==> config.mk <==
export PLATFORM = sky130hd
export DESIGN_NAME = streaming_json_tokenizer_top_flat
export DESIGN_NICKNAME = d
export VERILOG_FILES = /design/src/sv/jtok_pkg.sv /design/src/sv/jtok_in_if.sv /design/src/sv/jtok_evt_if.sv /design/src/sv/jtok_ram.sv /design/src/sv/streaming_json_tokenizer_top.sv /design/src/flat_wrapper.sv
export SDC_FILE = /design/constraint.sdc
export NUM_CORES = 1
export LEC_CHECK = 0
export BUFFER_PORTS_ARGS = -buffer_cell sky130_fd_sc_hd__buf_2
export CAP_MARGIN = 15
export CORE_MARGIN = 2
export CORE_UTILIZATION = 42
export DETAILED_ROUTE_END_ITERATION = 8
export SYNTH_ARGS = -nofsm -noshare
export SYNTH_HDL_FRONTEND = slang
export SYNTH_SLANG_ARGS = --single-unit
==> constraint.sdc <==
create_clock -name i_clk -period 7 [get_ports i_clk]
set_clock_uncertainty 0.15 [all_clocks]
set_input_delay 0.35 -clock i_clk [delete_from_list [all_inputs] [get_ports i_clk]]
set_output_delay 0.35 -clock i_clk [all_outputs]
set_load 0.1 [all_outputs]
==> src/sv/jtok_pkg.sv <==
`default_nettype none
// ----------------------------------------------------------------------------
// JSON tokenizer package
// Shared constants, event and stack frame types, and small decode functions.
// ----------------------------------------------------------------------------
package jtok_pkg;

    localparam int STACK_DEPTH     = 16;
    localparam int LVL_W           = $clog2(STACK_DEPTH);
    localparam int NUMBER_TEXT_MAX = 32;
    localparam int NUM_W           = $clog2(NUMBER_TEXT_MAX + 1);
    localparam int INDEX_WIDTH     = 16;
    localparam int FIFO_DEPTH      = 8;
    localparam int FIFO_AW         = $clog2(FIFO_DEPTH);
    localparam int CNT_W           = $clog2(FIFO_DEPTH + 1);

    localparam logic [2:0] K_NONE  = 3'd0;
    localparam logic [2:0] K_OBJ   = 3'd1;
    localparam logic [2:0] K_ARR   = 3'd2;
    localparam logic [2:0] K_STR   = 3'd3;
    localparam logic [2:0] K_NUM   = 3'd4;
    localparam logic [2:0] K_TRUE  = 3'd5;
    localparam logic [2:0] K_FALSE = 3'd6;
    localparam logic [2:0] K_NULL  = 3'd7;

    localparam logic [2:0] VT_OBJECT = 3'd0;
    localparam logic [2:0] VT_ARRAY  = 3'd1;
    localparam logic [2:0] VT_STRING = 3'd2;
    localparam logic [2:0] VT_NUMBER = 3'd3;
    localparam logic [2:0] VT_ERROR  = 3'd7;

    localparam logic [7:0] F_KEY   = 8'h08;
    localparam logic [7:0] F_COMMA = 8'h10;
    localparam logic [7:0] F_COLON = 8'h20;
    localparam logic [7:0] F_START = 8'h40;

    typedef struct packed {
        logic [2:0]  value_type;
        logic        is_start;
        logic        is_end;
        logic        is_key;
        logic [3:0]  nest_level;
        logic [15:0] element_index;
        logic [7:0]  data_byte;
        logic        data_valid;
        logic        last;
    } t_evt;

    typedef struct packed {
        logic [INDEX_WIDTH-1:0] idx;
        logic [2:0]             par_kind;
    } t_frame;

    localparam int FRAME_W = $bits(t_frame);

    function automatic t_evt mk_evt(input logic [2:0] vt, input logic st, input logic en,
                                    input logic key, input logic [LVL_W-1:0] lvl,
                                    input logic [INDEX_WIDTH-1:0] idx,
                                    input logic [7:0] data, input logic dv);
        t_evt e;
        e.value_type    = vt;
        e.is_start      = st;
        e.is_end        = en;
        e.is_key        = key;
        e.nest_level    = 4'(lvl);
        e.element_index = 16'(idx);
        e.data_byte     = data;
        e.data_valid    = dv;
        e.last          = 1'b0;
        return e;
    endfunction

    function automatic t_evt err_evt();
        t_evt e;
        e            = '0;
        e.value_type = VT_ERROR;
        e.last       = 1'b1;
        return e;
    endfunction

    function automatic logic [INDEX_WIDTH-1:0] sat_inc(input logic [INDEX_WIDTH-1:0] v);
        return (&v) ? v : v + INDEX_WIDTH'(1);
    endfunction

    // Bit 4 flags a valid hex digit.
    function automatic logic [4:0] hex_val(input logic [7:0] b);
        logic [4:0] r;
        r = '0;
        if (b >= "0" && b <= "9") r = {1'b1, 4'(b - "0")};
        else if (b >= "a" && b <= "f") r = {1'b1, 4'(b - "a" + 8'd10)};
        else if (b >= "A" && b <= "F") r = {1'b1, 4'(b - "A" + 8'd10)};
        return r;
    endfunction

    function automatic logic is_num_char(input logic [7:0] b);
        return (b >= "0" && b <= "9") || b == "." || b == "+" || b == "-" ||
               b == "E" || b == "e";
    endfunction

    function automatic logic [2:0] lit_len(input logic [2:0] kind);
        return (kind == K_FALSE) ? 3'd5 : 3'd4;
    endfunction

    function automatic logic [7:0] lit_char(input logic [2:0] kind, input logic [2:0] pos);
        logic [7:0] c;
        c = 8'h00;
        case (kind)
            K_TRUE: begin
                case (pos)
                    3'd0: c = "t";
                    3'd1: c = "r";
                    3'd2: c = "u";
                    3'd3: c = "e";
                    default: c = 8'h00;
                endcase
            end
            K_FALSE: begin
                case (pos)
                    3'd0: c = "f";
                    3'd1: c = "a";
                    3'd2: c = "l";
                    3'd3: c = "s";
                    3'd4: c = "e";
                    default: c = 8'h00;
                endcase
            end
            default: begin
                case (pos)
                    3'd0: c = "n";
                    3'd1: c = "u";
                    3'd2: c = "l";
                    3'd3: c = "l";
                    default: c = 8'h00;
                endcase
            end
        endcase
        return c;
    endfunction

endpackage
`default_nettype wire

==> src/sv/jtok_in_if.sv <==
`default_nettype none
// ----------------------------------------------------------------------------
// JSON tokenizer input channel
// Valid/ready channel carrying one text byte per beat.
// ----------------------------------------------------------------------------
interface jtok_in_if;
    logic       valid;
    logic       ready;
    logic [7:0] in_byte;

    modport source (output valid, output in_byte, input ready);
    modport sink (input valid, input in_byte, output ready);
endinterface
`default_nettype wire

==> src/sv/jtok_evt_if.sv <==
`default_nettype none
// ----------------------------------------------------------------------------
// JSON tokenizer event channel
// Valid/ready channel carrying one tokenizer event per beat.
// ----------------------------------------------------------------------------
interface jtok_evt_if;
    logic        valid;
    logic        ready;
    logic [2:0]  value_type;
    logic        is_start;
    logic        is_end;
    logic        is_key;
    logic [3:0]  nest_level;
    logic [15:0] element_index;
    logic [7:0]  data_byte;
    logic        data_valid;
    logic        last;

    modport source (output valid, output value_type, output is_start, output is_end,
                    output is_key, output nest_level, output element_index,
                    output data_byte, output data_valid, output last, input ready);
    modport sink (input valid, input value_type, input is_start, input is_end,
                  input is_key, input nest_level, input element_index,
                  input data_byte, input data_valid, input last, output ready);
endinterface
`default_nettype wire

==> src/sv/jtok_ram.sv <==
`default_nettype none
// ----------------------------------------------------------------------------
// Generic RAM
// One write port and one read port with registered read data.
// ----------------------------------------------------------------------------
module jtok_ram #(
    parameter int W = 8,
    parameter int D = 16
) (
    input  wire logic                 i_clk,
    input  wire logic                 i_we,
    input  wire logic [$clog2(D)-1:0] i_waddr,
    input  wire logic [W-1:0]         i_wdata,
    input  wire logic [$clog2(D)-1:0] i_raddr,
    output logic      [W-1:0]         o_rdata
);
    logic [W-1:0] r_mem [D];

    always_ff @(posedge i_clk) begin
        if (i_we) begin
            r_mem[i_waddr] <= i_wdata;
        end
        o_rdata <= r_mem[i_raddr];
    end
endmodule
`default_nettype wire

==> src/sv/streaming_json_tokenizer_top.sv <==
`default_nettype none
// ----------------------------------------------------------------------------
// Streaming JSON tokenizer
// Turns a JSON byte stream into object, array, string, number and literal
// events, with escape decoding and UTF-8 checks inside strings.
// ----------------------------------------------------------------------------
// Events are written into a registered event buffer when their byte is accepted.
// A byte is taken every cycle unless input stalls: a closing bracket stalls it while
// the enclosing frame is read back from the stack RAM, and its end event is written
// during that read-back. Bytes also stall while fewer than three buffer slots are
// free, as a byte can cause three events; at most one event leaves per cycle.
// Reset clears the control registers; stack RAM entries are always written by an
// opening bracket before a closing bracket reads them, so the RAM is not cleared.
module streaming_json_tokenizer_top (
    input wire logic i_clk,
    input wire logic i_rst_n,
    jtok_in_if.sink  i_in,
    jtok_evt_if.source o_evt
);
    import jtok_pkg::*;

    logic [7:0]             r_flags, n_flags;
    logic [INDEX_WIDTH-1:0] r_idx, n_idx;
    logic [2:0]             r_par, n_par;
    logic [LVL_W-1:0]       r_level, n_level;
    logic [2:0]             r_pend, n_pend;
    logic [1:0]             r_utf, n_utf;
    logic [15:0]            r_hex, n_hex;
    logic [NUM_W-1:0]       r_numlen, n_numlen;
    logic                   r_err, n_err;
    logic                   r_fill, n_fill;
    logic [2:0]             r_fill_vt, n_fill_vt;

    t_evt                   r_fifo [FIFO_DEPTH];
    logic [FIFO_AW-1:0]     r_wr, r_rd;
    logic [CNT_W-1:0]       r_cnt;

    t_evt                   ev [3];
    logic [1:0]             ne;
    logic                   err_hit, do_n, push, pop;
    logic [7:0]             b, fe, sb;
    logic [INDEX_WIDTH-1:0] ie;
    logic [2:0]             kind, want;
    logic [4:0]             hv;
    logic [15:0]            hx;
    logic                   in_acc, out_acc, empty_ok;
    t_frame                 wdata, rdata;

    assign b       = i_in.in_byte;
    assign in_acc  = i_in.valid && i_in.ready;
    assign out_acc = o_evt.valid && o_evt.ready;
    assign i_in.ready = !r_fill && (r_cnt <= CNT_W'(FIFO_DEPTH - 3));
    assign kind    = r_flags[2:0];
    assign hv      = hex_val(b);
    assign wdata   = '{idx: ie, par_kind: r_par};

    jtok_ram #(.W(FRAME_W), .D(STACK_DEPTH)) u_stack (
        .i_clk   (i_clk),
        .i_we    (push),
        .i_waddr (r_level),
        .i_wdata (wdata),
        .i_raddr (r_level - LVL_W'(1)),
        .o_rdata (rdata)
    );

    always_comb begin
        n_flags   = r_flags;
        n_idx     = r_idx;
        n_par     = r_par;
        n_level   = r_level;
        n_pend    = r_pend;
        n_utf     = r_utf;
        n_hex     = r_hex;
        n_numlen  = r_numlen;
        n_err     = r_err;
        n_fill    = 1'b0;
        n_fill_vt = r_fill_vt;
        ev[0]     = '0;
        ev[1]     = '0;
        ev[2]     = '0;
        ne        = 2'd0;
        err_hit   = 1'b0;
        do_n      = 1'b0;
        push      = 1'b0;
        pop       = 1'b0;
        fe        = r_flags;
        ie        = r_idx;
        want      = K_OBJ;
        empty_ok  = 1'b0;
        hx        = {r_hex[11:0], hv[3:0]};
        sb        = b;
        if (r_fill) begin
            ev[0]   = mk_evt(r_fill_vt, 1'b0, 1'b1, 1'b0, r_level, rdata.idx, 8'h00, 1'b0);
            ne      = 2'd1;
            n_flags = F_COMMA;
            n_idx   = sat_inc(rdata.idx);
            n_par   = rdata.par_kind;
        end else if (in_acc && !r_err) begin
            if (kind == K_STR) begin
                if (r_utf != 2'd0) begin
                    if (b[7:6] != 2'b10) begin
                        err_hit = 1'b1;
                    end else begin
                        ev[0] = mk_evt(VT_STRING, r_flags[6], 1'b0, r_flags[3], r_level,
                                       r_idx, b, 1'b1);
                        ne      = 2'd1;
                        n_flags = r_flags & ~F_START;
                        n_utf   = r_utf - 2'd1;
                    end
                end else if (r_pend == 3'd0) begin
                    if (b == "\\") begin
                        n_pend = 3'd1;
                    end else if (b == "\"") begin
                        ev[0] = mk_evt(VT_STRING, r_flags[6], 1'b1, r_flags[3], r_level,
                                       r_idx, 8'h00, 1'b0);
                        ne = 2'd1;
                        if (r_flags[3]) begin
                            n_flags = F_COLON;
                        end else begin
                            n_flags = F_COMMA;
                            n_idx   = sat_inc(r_idx);
                        end
                    end else begin
                        if (b[7] == 1'b0) n_utf = 2'd0;
                        else if (b[7:5] == 3'b110) n_utf = 2'd1;
                        else if (b[7:4] == 4'b1110) n_utf = 2'd2;
                        else if (b[7:3] == 5'b11110) n_utf = 2'd3;
                        else err_hit = 1'b1;
                        if (!err_hit) begin
                            ev[0] = mk_evt(VT_STRING, r_flags[6], 1'b0, r_flags[3], r_level,
                                           r_idx, b, 1'b1);
                            ne      = 2'd1;
                            n_flags = r_flags & ~F_START;
                        end
                    end
                end else if (r_pend == 3'd1) begin
                    case (b)
                        "\"", "\\", "/": sb = b;
                        "b": sb = 8'h08;
                        "f": sb = 8'h0C;
                        "n": sb = 8'h0A;
                        "r": sb = 8'h0D;
                        "t": sb = 8'h09;
                        "u": sb = 8'h00;
                        default: err_hit = 1'b1;
                    endcase
                    if (b == "u") begin
                        n_pend = 3'd2;
                        n_hex  = 16'h0000;
                    end else if (!err_hit) begin
                        n_pend = 3'd0;
                        ev[0] = mk_evt(VT_STRING, r_flags[6], 1'b0, r_flags[3], r_level,
                                       r_idx, sb, 1'b1);
                        ne      = 2'd1;
                        n_flags = r_flags & ~F_START;
                    end
                end else begin
                    if (!hv[4]) begin
                        err_hit = 1'b1;
                    end else begin
                        n_hex = hx;
                        if (r_pend < 3'd5) begin
                            n_pend = r_pend + 3'd1;
                        end else begin
                            n_pend  = 3'd0;
                            n_flags = r_flags & ~F_START;
                            if (hx < 16'd128) begin
                                ev[0] = mk_evt(VT_STRING, r_flags[6], 1'b0, r_flags[3],
                                               r_level, r_idx, hx[7:0], 1'b1);
                                ne = 2'd1;
                            end else if (hx < 16'd2048) begin
                                ev[0] = mk_evt(VT_STRING, r_flags[6], 1'b0, r_flags[3],
                                               r_level, r_idx, {3'b110, hx[10:6]}, 1'b1);
                                ev[1] = mk_evt(VT_STRING, 1'b0, 1'b0, r_flags[3],
                                               r_level, r_idx, {2'b10, hx[5:0]}, 1'b1);
                                ne = 2'd2;
                            end else begin
                                ev[0] = mk_evt(VT_STRING, r_flags[6], 1'b0, r_flags[3],
                                               r_level, r_idx, {4'b1110, hx[15:12]}, 1'b1);
                                ev[1] = mk_evt(VT_STRING, 1'b0, 1'b0, r_flags[3],
                                               r_level, r_idx, {2'b10, hx[11:6]}, 1'b1);
                                ev[2] = mk_evt(VT_STRING, 1'b0, 1'b0, r_flags[3],
                                               r_level, r_idx, {2'b10, hx[5:0]}, 1'b1);
                                ne = 2'd3;
                            end
                        end
                    end
                end
            end else if (kind == K_NUM) begin
                if (is_num_char(b)) begin
                    if (r_numlen >= NUM_W'(NUMBER_TEXT_MAX)) begin
                        err_hit = 1'b1;
                    end else begin
                        ev[0] = mk_evt(VT_NUMBER, 1'b0, 1'b0, 1'b0, r_level, r_idx, b, 1'b1);
                        ne       = 2'd1;
                        n_numlen = r_numlen + NUM_W'(1);
                    end
                end else begin
                    ev[0] = mk_evt(VT_NUMBER, 1'b0, 1'b1, 1'b0, r_level, r_idx, 8'h00, 1'b0);
                    ne       = 2'd1;
                    fe       = F_COMMA;
                    ie       = sat_inc(r_idx);
                    n_flags  = fe;
                    n_idx    = ie;
                    n_numlen = '0;
                    do_n     = 1'b1;
                end
            end else if (kind >= K_TRUE) begin
                if (r_pend >= lit_len(kind) || b != lit_char(kind, r_pend)) begin
                    err_hit = 1'b1;
                end else if (r_pend + 3'd1 == lit_len(kind)) begin
                    n_pend  = 3'd0;
                    ev[0]   = mk_evt(kind - 3'd1, 1'b1, 1'b1, 1'b0, r_level, r_idx,
                                     8'h00, 1'b0);
                    ne      = 2'd1;
                    n_flags = F_COMMA;
                    n_idx   = sat_inc(r_idx);
                end else begin
                    n_pend = r_pend + 3'd1;
                end
            end else begin
                do_n = 1'b1;
            end

            if (do_n) begin
                want = (b == "}") ? K_OBJ : K_ARR;
                if (want == K_OBJ) empty_ok = (ie == '0) && (fe == F_KEY);
                else empty_ok = (ie == '0) && (fe == 8'h00);
                if (b == " " || b == 8'h0A || b == 8'h0D || b == 8'h09) begin
                    n_flags = fe;
                end else if (b == ",") begin
                    if (!fe[4]) err_hit = 1'b1;
                    else if (r_level != '0 && r_par == K_OBJ) n_flags = F_KEY;
                    else n_flags = 8'h00;
                end else if (b == ":") begin
                    if (!fe[5]) err_hit = 1'b1;
                    else n_flags = 8'h00;
                end else if (r_level != '0 && (b == "}" || b == "]")) begin
                    if (r_par != want || (!fe[4] && !empty_ok)) begin
                        err_hit = 1'b1;
                    end else begin
                        pop       = 1'b1;
                        n_level   = r_level - LVL_W'(1);
                        n_fill    = 1'b1;
                        n_fill_vt = want - 3'd1;
                    end
                end else if (r_level != '0 && fe[4]) begin
                    err_hit = 1'b1;
                end else if (!fe[3] && (b == "{" || b == "[")) begin
                    if (r_level == LVL_W'(STACK_DEPTH - 1)) begin
                        err_hit = 1'b1;
                    end else begin
                        ev[ne]  = mk_evt((b == "{") ? VT_OBJECT : VT_ARRAY, 1'b1, 1'b0, 1'b0,
                                         r_level, ie, 8'h00, 1'b0);
                        ne      = ne + 2'd1;
                        push    = 1'b1;
                        n_level = r_level + LVL_W'(1);
                        n_flags = (b == "{") ? F_KEY : 8'h00;
                        n_idx   = '0;
                        n_par   = (b == "{") ? K_OBJ : K_ARR;
                    end
                end else if (b == "\"") begin
                    n_flags = (fe & F_KEY) | {5'b0, K_STR} | F_START;
                    n_pend  = 3'd0;
                    n_utf   = 2'd0;
                end else if (fe[3]) begin
                    err_hit = 1'b1;
                end else if (b == "-" || (b >= "0" && b <= "9")) begin
                    n_flags  = {5'b0, K_NUM};
                    ev[ne]   = mk_evt(VT_NUMBER, 1'b1, 1'b0, 1'b0, r_level, ie, b, 1'b1);
                    ne       = ne + 2'd1;
                    n_numlen = NUM_W'(1);
                end else if (b == "t" || b == "f" || b == "n") begin
                    n_flags = {5'b0, (b == "t") ? K_TRUE : (b == "f") ? K_FALSE : K_NULL};
                    n_pend  = 3'd1;
                end else begin
                    err_hit = 1'b1;
                end
            end

            if (err_hit) begin
                ev[ne] = err_evt();
                ne     = ne + 2'd1;
                n_err  = 1'b1;
            end
        end
        if (ne != 2'd0 && !pop) begin
            ev[ne - 2'd1].last = 1'b1;
        end
    end

    always_ff @(posedge i_clk) begin
        if (!i_rst_n) begin
            r_flags   <= '0;
            r_idx     <= '0;
            r_par     <= K_NONE;
            r_level   <= '0;
            r_pend    <= '0;
            r_utf     <= '0;
            r_hex     <= '0;
            r_numlen  <= '0;
            r_err     <= 1'b0;
            r_fill    <= 1'b0;
            r_fill_vt <= '0;
            r_wr      <= '0;
            r_rd      <= '0;
            r_cnt     <= '0;
        end else begin
            r_flags   <= n_flags;
            r_idx     <= n_idx;
            r_par     <= n_par;
            r_level   <= n_level;
            r_pend    <= n_pend;
            r_utf     <= n_utf;
            r_hex     <= n_hex;
            r_numlen  <= n_numlen;
            r_err     <= n_err;
            r_fill    <= n_fill;
            r_fill_vt <= n_fill_vt;
            r_wr      <= r_wr + FIFO_AW'(ne);
            r_rd      <= r_rd + FIFO_AW'(out_acc);
            r_cnt     <= r_cnt + CNT_W'(ne) - CNT_W'(out_acc);
        end
    end

    always_ff @(posedge i_clk) begin
        for (int k = 0; k < 3; k++) begin
            if (2'(k) < ne) begin
                r_fifo[r_wr + FIFO_AW'(k)] <= ev[k];
            end
        end
    end

    assign o_evt.valid         = (r_cnt != '0);
    assign o_evt.value_type    = r_fifo[r_rd].value_type;
    assign o_evt.is_start      = r_fifo[r_rd].is_start;
    assign o_evt.is_end        = r_fifo[r_rd].is_end;
    assign o_evt.is_key        = r_fifo[r_rd].is_key;
    assign o_evt.nest_level    = r_fifo[r_rd].nest_level;
    assign o_evt.element_index = r_fifo[r_rd].element_index;
    assign o_evt.data_byte     = r_fifo[r_rd].data_byte;
    assign o_evt.data_valid    = r_fifo[r_rd].data_valid;
    assign o_evt.last          = r_fifo[r_rd].last;

    a_fifo_bound: assert property (@(posedge i_clk) disable iff (!i_rst_n)
        r_cnt <= CNT_W'(FIFO_DEPTH))
        else $error("event buffer overflow");

    a_fill_one_cycle: assert property (@(posedge i_clk) disable iff (!i_rst_n)
        r_fill |=> !r_fill)
        else $error("stack read-back lasted more than one cycle");

    a_fill_after_pop: assert property (@(posedge i_clk) disable iff (!i_rst_n)
        pop |=> r_fill && (r_level == $past(r_level) - LVL_W'(1)))
        else $error("closing bracket did not start a stack read-back");

    a_silent_after_error: assert property (@(posedge i_clk) disable iff (!i_rst_n)
        r_err |-> (ne == 2'd0) && !push)
        else $error("events produced after an error");
endmodule
`default_nettype wire

==> src/flat_wrapper.sv <==
// flat-port wrapper written by rule: the top's interface ports become plain ports
module streaming_json_tokenizer_top_flat import jtok_pkg::*;
  (i_clk, i_rst_n, i_in_valid, i_in_in_byte, i_in_ready, o_evt_valid, o_evt_value_type, o_evt_is_start, o_evt_is_end, o_evt_is_key, o_evt_nest_level, o_evt_element_index, o_evt_data_byte, o_evt_data_valid, o_evt_last, o_evt_ready);
  jtok_in_if i_in_i ();
  jtok_evt_if o_evt_i ();
  input wire logic i_clk;
  input wire logic i_rst_n;
  input wire logic [$bits(i_in_i.valid)-1:0] i_in_valid;
  input wire logic [$bits(i_in_i.in_byte)-1:0] i_in_in_byte;
  output wire logic [$bits(i_in_i.ready)-1:0] i_in_ready;
  output wire logic [$bits(o_evt_i.valid)-1:0] o_evt_valid;
  output wire logic [$bits(o_evt_i.value_type)-1:0] o_evt_value_type;
  output wire logic [$bits(o_evt_i.is_start)-1:0] o_evt_is_start;
  output wire logic [$bits(o_evt_i.is_end)-1:0] o_evt_is_end;
  output wire logic [$bits(o_evt_i.is_key)-1:0] o_evt_is_key;
  output wire logic [$bits(o_evt_i.nest_level)-1:0] o_evt_nest_level;
  output wire logic [$bits(o_evt_i.element_index)-1:0] o_evt_element_index;
  output wire logic [$bits(o_evt_i.data_byte)-1:0] o_evt_data_byte;
  output wire logic [$bits(o_evt_i.data_valid)-1:0] o_evt_data_valid;
  output wire logic [$bits(o_evt_i.last)-1:0] o_evt_last;
  input wire logic [$bits(o_evt_i.ready)-1:0] o_evt_ready;
  assign i_in_i.valid = i_in_valid;
  assign i_in_i.in_byte = i_in_in_byte;
  assign i_in_ready = i_in_i.ready;
  assign o_evt_valid = o_evt_i.valid;
  assign o_evt_value_type = o_evt_i.value_type;
  assign o_evt_is_start = o_evt_i.is_start;
  assign o_evt_is_end = o_evt_i.is_end;
  assign o_evt_is_key = o_evt_i.is_key;
  assign o_evt_nest_level = o_evt_i.nest_level;
  assign o_evt_element_index = o_evt_i.element_index;
  assign o_evt_data_byte = o_evt_i.data_byte;
  assign o_evt_data_valid = o_evt_i.data_valid;
  assign o_evt_last = o_evt_i.last;
  assign o_evt_i.ready = o_evt_ready;
  streaming_json_tokenizer_top u_core (.i_clk(i_clk), .i_rst_n(i_rst_n), .i_in(i_in_i), .o_evt(o_evt_i));
endmodule
==> results of run 1 <==
[cells by family (layout without fill, tap and decap cells)]
| family | count (synthesis) | after routing | synth area share [%] |
|---|---|---|---|
| flip-flops | 678 | 678 | 53.1 |
| AO/OA/AOI/OAI | 859 | 859 | 16.6 |
| buffers and inverters | 279 | 406 | 3.20 |
| adder cells (fa/ha/maj) | 45 | 45 | 1.57 |
| multiplexers | 217 | 217 | 11.7 |
| XOR/XNOR | 44 | 44 | 1.05 |
| AND/OR/NAND/NOR | 969 | 969 | 12.7 |
| other | 1 | 19 | 0.0102 |
[cells in the mapped netlist, drive strengths merged (19+ instances only)]
cell / count
edfxtp: 592
nand2: 383
nor2: 230
o21ai: 182
mux4: 167
a21oi: 156
clkbuf: 143
o221ai: 100
buf: 86
dfxtp: 86
nand3: 67
nor3: 61
a22oi: 59
o211ai: 53
inv: 49
ha: 43
mux2: 41
a221oi: 39
and2: 39
a2bb2oi: 37
a31oi: 32
xnor2: 29
or3: 23
nand4: 22
o22ai: 22
a21o: 21
and3: 20
nor2b: 20
nand2b: 19
o21a: 19
[sequential cells by signal, indices dropped and copies added, names as in the netlist, 4 cells and up]
signal / count
u_core.r_fifo: 288
u_core.u_stack.r_mem: 304
u_core.u_stack.o_rdata: 19
u_core.r_level: 4
u_core.r_numlen: 6
u_core.r_hex: 12
u_core.r_cnt: 4
u_core.r_flags: 8
u_core.r_idx: 16
[power by group through the flow]
stage / logic [mW] / clock network [mW] / registers (mW)
after floorplan: 1.93 / 0 / 4.66
after global placement: 2.42 / 0 / 4.75
after detailed placement: 2.43 / 0 / 4.76
after CTS: 2.44 / 4.07 / 4.68
after global routing: 2.55 / 4.23 / 4.69
final: 2.44 / 4.02 / 4.67
[metrics by stage]
| step | std cells | instance area [sq um] | total power [mW] | util [%] |
|---|---|---|---|---|
| floorplan | 3110 | 36800 | 6.59 | - |
| global placement | 4239 | 38900 | 7.17 | 44.9 |
| detailed placement | 4239 | 38900 | 7.19 | 44.9 |
| CTS | 4381 | 41500 | 11.2 | 47.8 |
| global route | 4392 | 41600 | 11.5 | 47.9 |
| finish | 4392 | 41600 | 11.1 | 47.9 |
[area by class of cell]
cell class / count / area, sq um / area share [%]
timing repair buffer: 214 / 1610 / 3.88
inverter: 50 / 188 / 0.451
clock buffer: 93 / 2000 / 4.80
clock inverter: 49 / 526 / 1.26
tap: 1155 / 1450 / 3.48
sequential: 678 / 19500 / 46.9
multi-input combinational: 2153 / 16300 / 39.2
[critical path, stage by stage (launching register included)]
cell and delay [ns]:
dfxtp_1 0.52, inv_1 0.18, ha_1 0.29, or4_4 0.58, a311oi_2 0.31, o22ai_1 0.16, xnor2_1 0.17, a211o_1 0.29
or3_1 0.48, a21oi_1 0.26, nor2_1 0.11, ha_1 0.32, o21ai_4 0.26, ha_1 0.33, nor2_1 0.18, o21a_1 0.19
nor2_2 0.11, inv_2 0.13, nor2_1 0.06, buf_4 0.21, o21ai_4 0.65, buf_4 0.30
[how the worst max path moves through the flow]
| stage | startpoint | endpoint | slack, ns | cells past startpoint |
|---|---|---|---|---|
| 6_report | u_core.r_pend[1] | u_core.r_fifo[2][29] | 0.45 | 21 |
| 4_1_cts | u_core.r_pend[1] | u_core.r_fifo[2][3] | 0.49 | 21 |
| 3_3_place_gp | u_core.r_pend[1] | u_core.r_fifo[2][23] | 0.68 | 21 |
| 5_1_grt | u_core.r_pend[2] | u_core.r_fifo[2][3] | 0.14 | 21 |
| 3_5_place_dp | u_core.r_pend[1] | u_core.r_fifo[2][27] | 0.49 | 21 |
| 2_1_floorplan | u_core.r_pend[2] | u_core.r_fifo[0][0] | -0.70 | 21 |
[routing by layer]
layer,wire length (microns),vias up,share of wire (%)
met1,52200,14700,39
met2,61600,1931,46
li1,-,12300,-
met4,5650,2,4.2
met3,13400,379,10
met5,13,-,0.0098
==> reports/metrics.yaml, run 1 <==
sta:
  hold_viol_final: 0
  fin_crit_ns: 6.55
  maxSlewViolCount: 0
  finalCritPeriodShare_pct: 93.6
  max_freq_ghz: 0.153
  grt_setup_unrepaired: "no"
  max_slew.worst_pin.slew_ns: 1.14
  setup_tns_ns: 0
  hold_slack_ns: 0.0490
  fin_ws_ns: 0.446
  slew_headroom_pct: 23.8
  setup_viol: 0
pwr:
  peakVddDrop_uv: 310
  p_sw_share_pct: 32.5
  intPower_mw: 7.52
  p_switching_mw: 3.62
  pwr-share-comb_pct: 21.9
  power_frac_clock_pct: 36.1
  seq_power_share_pct: 42.0
  p_per_area_nw_per_um2: 268
  power.leakage_nw: 13.4
cells_and_area:
  nNetsFinal: 3230
  nFillCells: 7734
  mostFrequentLayoutCells: "edfxtp_1 (592), nand2_1 (380), nor2_1 (225)"
  final_common_cell: "edfxtp_1"
  area_growth_pct: 13.2
  diodes: 0
  drive_gt1_share_pct: 20.0
synth:
  ys_warn_count: 0
  synthArstFlopShare_pct: 0
  synth-main-ff-cell: "edfxtp_1"
  synthCells: 3092
  syn_area_per_cell_sq_um: 11.9
  synth.top_cell.area_share_pct: 48.4
  synth-edff-count: 592
  ys_seq_elements: 678
  synth_area_leaders: "edfxtp_1 (48%), mux4_2 (10%), dfxtp_1 (4.7%)"
  syn_area_sq_um: 36700
  yosysSeqAreaShare_pct: 53.1
  yosysTopAreaCell: "edfxtp_1"
  yosysUniqueCellTypes: 116
global_routing:
  grt_start_max_net_pins: 54
  grt_pass1_wl_mm: 195
  track_usage_pct: 29.3
  antenna_found_initial: 1
  grt_pass1_vias: 28500
  grt_overflow_total: 0
  grt_util_met2_pct: 46.6
  grt_busiest_layer: "met2"
  grt_use_met1_pct: 39.9
  met3_usage_pct: 5.37
floorplan:
  floorplan.initialDensity_pct: 42.3
  boundaryPins: 50
  core_sq_um: 86800
  row_count: 108
  die_h_microns: 300
  fp.dieW_microns: 300
  dieArea_sq_um: 89800
route:
  firstDrtPassIters: 7
  wl_per_cell_microns: 30.3
  final_antenna_net_count: 0
  dr_total_vias: 29400
  via_per_inst: 6.68
  routed_wl_mm: 133
  drc: 0
  drt_iter0_drc: 4335
placement:
  place_ws_ns: 0.489
  hpwl_mm: 89.9
  port_buffers: 49
  place.gp.congestion: 1.01
cts:
  cts_sinks: 678
  path_clk_slew_ns: 0.06
  clock_path_buffers: 3
  cts_resized: 0
  insertion_delay_ns: 0.65
  post_cts_buffers: 0
  cts_tree: "done"
  cts_hold_buffers: 0
  root_buffer: "clkbuf_16"
  numCtsBuffers: 76
  htree_levels: 3
critical_path:
  arrival_ns: 6.76
  criticalPathCategory: "reg -> reg"
  crit-reg2reg-capture: "u_core.r_fifo[2][29]"
  startpoint_type: "flop"
  worstPathRequired_ns: 7.21
  critPathMaxFanout: 13
  endpoint_kind: "flop"
  r2r_start: "u_core.r_pend[1]"
  reg2reg_slack_ns: 0.45
  r2r_cells: 21
job:
  max-cap-violations: 0
worst_hold_path:
  hp-class: "in -> reg"
  min_delay_path_depth: 4
  whs_endpoint: "u_core.r_rd[0]"
  hold_start: "o_evt_ready"
outcome:
  status: "finished, final reports clean"
(Power assumes the default switching activity.)
==> run 2: changes to the inputs <==
--- a/config.mk
+++ b/config.mk
@@ -10,6 +10,7 @@
 export CORE_MARGIN = 2
 export CORE_UTILIZATION = 42
 export DETAILED_ROUTE_END_ITERATION = 8
+export REMOVE_ABC_BUFFERS = 1
 export SYNTH_ARGS = -nofsm -noshare
 export SYNTH_HDL_FRONTEND = slang
 export SYNTH_SLANG_ARGS = --single-unit
==> reports/metrics.yaml, run 2 (synthesized netlist as in run 1, its figures left out) <==
floorplan:
  boundaryPins: 50
  row_count: 108
  die_h_microns: 300
  core_sq_um: 86800
  fp.dieW_microns: 300
  dieArea_sq_um: 89800
  floorplan.initialDensity_pct: 42.3
cells_and_area:
  largest_reg_flops: 304
  drive_gt1_share_pct: 19.6
  final_cell_area_sq_um: 41500
  largestRegisters: "u_core.u_stack.r_mem (304), u_core.r_fifo (288), u_core.u_stack.o_rdata (19)"
  postLayoutCoreUtil_pct: 47.8
  largest_register: "u_core.u_stack.r_mem"
  nNetsFinal: 3219
  area_growth_pct: 12.9
  final_common_cell: "edfxtp_1"
  mostFrequentLayoutCells: "edfxtp_1 (592), nand2_1 (380), nor2_1 (225)"
cts:
  htree_levels: 3
  root_buffer: "clkbuf_16"
  cts_tree: "done"
  insertion_delay_ns: 0.63
  cts_hold_buffers: 0
  post_cts_buffers: 0
  cts_resized: 0
  path_clk_slew_ns: 0.06
  numCtsBuffers: 75
  cts_sinks: 678
  clock_path_buffers: 3
critical_path:
  criticalPathCategory: "reg -> reg"
  endpoint_kind: "flop"
  worstPathRequired_ns: 7.28
  startpoint_type: "flop"
  arrival_ns: 6.90
  critPathMaxFanout: 21
route:
  routed_wl_mm: 132
  via_per_inst: 6.67
  wl_per_cell_microns: 30.1
  drt_iter0_drc: 4132
  dr_total_vias: 29200
  final_antenna_net_count: 0
  drc: 0
  firstDrtPassIters: 7
sta:
  max_freq_ghz: 0.151
  slew_headroom_pct: 21.6
  maxSlewViolCount: 0
  fin_crit_ns: 6.62
  grt_setup_unrepaired: "no"
  finalCritPeriodShare_pct: 94.6
  hold_viol_final: 0
  setup_viol: 0
  max_slew.worst_pin.slew_ns: 1.17
  fin_ws_ns: 0.379
outcome:
  status: "finished, final reports clean"
pwr:
  power.leakage_nw: 13.4
  p_per_area_nw_per_um2: 269
  power_mw: 11.2
  peakVddDrop_uv: 292
worst_hold_path:
  hp-class: "in -> reg"
job:
  max-cap-violations: 0
placement:
  post_dp_cell_area_sq_um: 38900
  hpwl_mm: 88.4
  port_buffers: 49
  place_ws_ns: 0.561
  place.gp.congestion: 0.994
global_routing:
  grt_pass1_wl_mm: 192
  grt_overflow_total: 0
  track_usage_pct: 29.0
  grt_pass1_vias: 28200
  antenna_found_initial: 1
  grt_start_max_net_pins: 56
-- run 2: area by class of cell --
class | count | area, sq um
sequential | 678 | 19500
clock buffer | 100 | 2050
inverter | 50 | 188
tap | 1155 | 1450
multi-input combinational | 2153 | 16300
fill | 7782 | 45300
antenna | 3 | 7.51
timing repair buffer | 204 | 1510
clock inverter | 38 | 467
-- run 2: where the power goes --
group          switching [mW]  total [mW]  leakage, nW  internal [mW]
sequential              0.138        4.67         6.20           4.53
clock                    1.65        4.07         1.22           2.41
combinational            1.74        2.43         5.94          0.687
-- run 2: critical path, cell delays in order (launching register included) --
cell and delay, ns:
dfxtp_1 0.51, inv_1 0.16, ha_1 0.28, or4_4 0.58
a311oi_2 0.33, o22ai_1 0.17, xnor2_1 0.17, a211o_1 0.29
or3_1 0.50, a21oi_1 0.28, nor2_1 0.12, ha_1 0.33
o21ai_4 0.28, inv_2 0.09, ha_1 0.25, a21o_1 0.49
a21oi_1 0.74, nand2_1 0.34, a221oi_1 0.36
-- run 2: final timing paths --
| check | start | end | slack, ns | cells after the start |
|---|---|---|---|---|
| worst min register to register | u_core.u_stack.o_rdata[2] | u_core.r_par[2] | 0.29 | 2 |
| worst max-delay path | u_core.r_pend[1] | u_core.r_fifo[2][26] | 0.38 | 18 |
| worst min-delay path | i_rst_n | u_core.r_flags[4] | 0.08 | 3 |
| worst max register to register | u_core.r_pend[1] | u_core.r_fifo[2][26] | 0.38 | 18 |
-- run 2: through the flow --
step	TNS [ns]	cells	hold slack [ns]
floorplan	-945.62	2881	0.276
global placement	0	4235	0.285
detailed placement	0	4235	0.287
CTS	0	4373	0.0432
global route	0	4378	0.0609
finish	0	4381	0.0819
-- run 2: routing by layer --
metal	up-vias	GRT usage, %	wire (microns)	share of wire (%)
met1	14700	39.4	52400	40
met4	0	10.1	5020	3.8
li1	12300	-	-	-
met2	1861	47.0	61800	47
met5	-	0	0	0
met3	352	5.06	12400	9.4
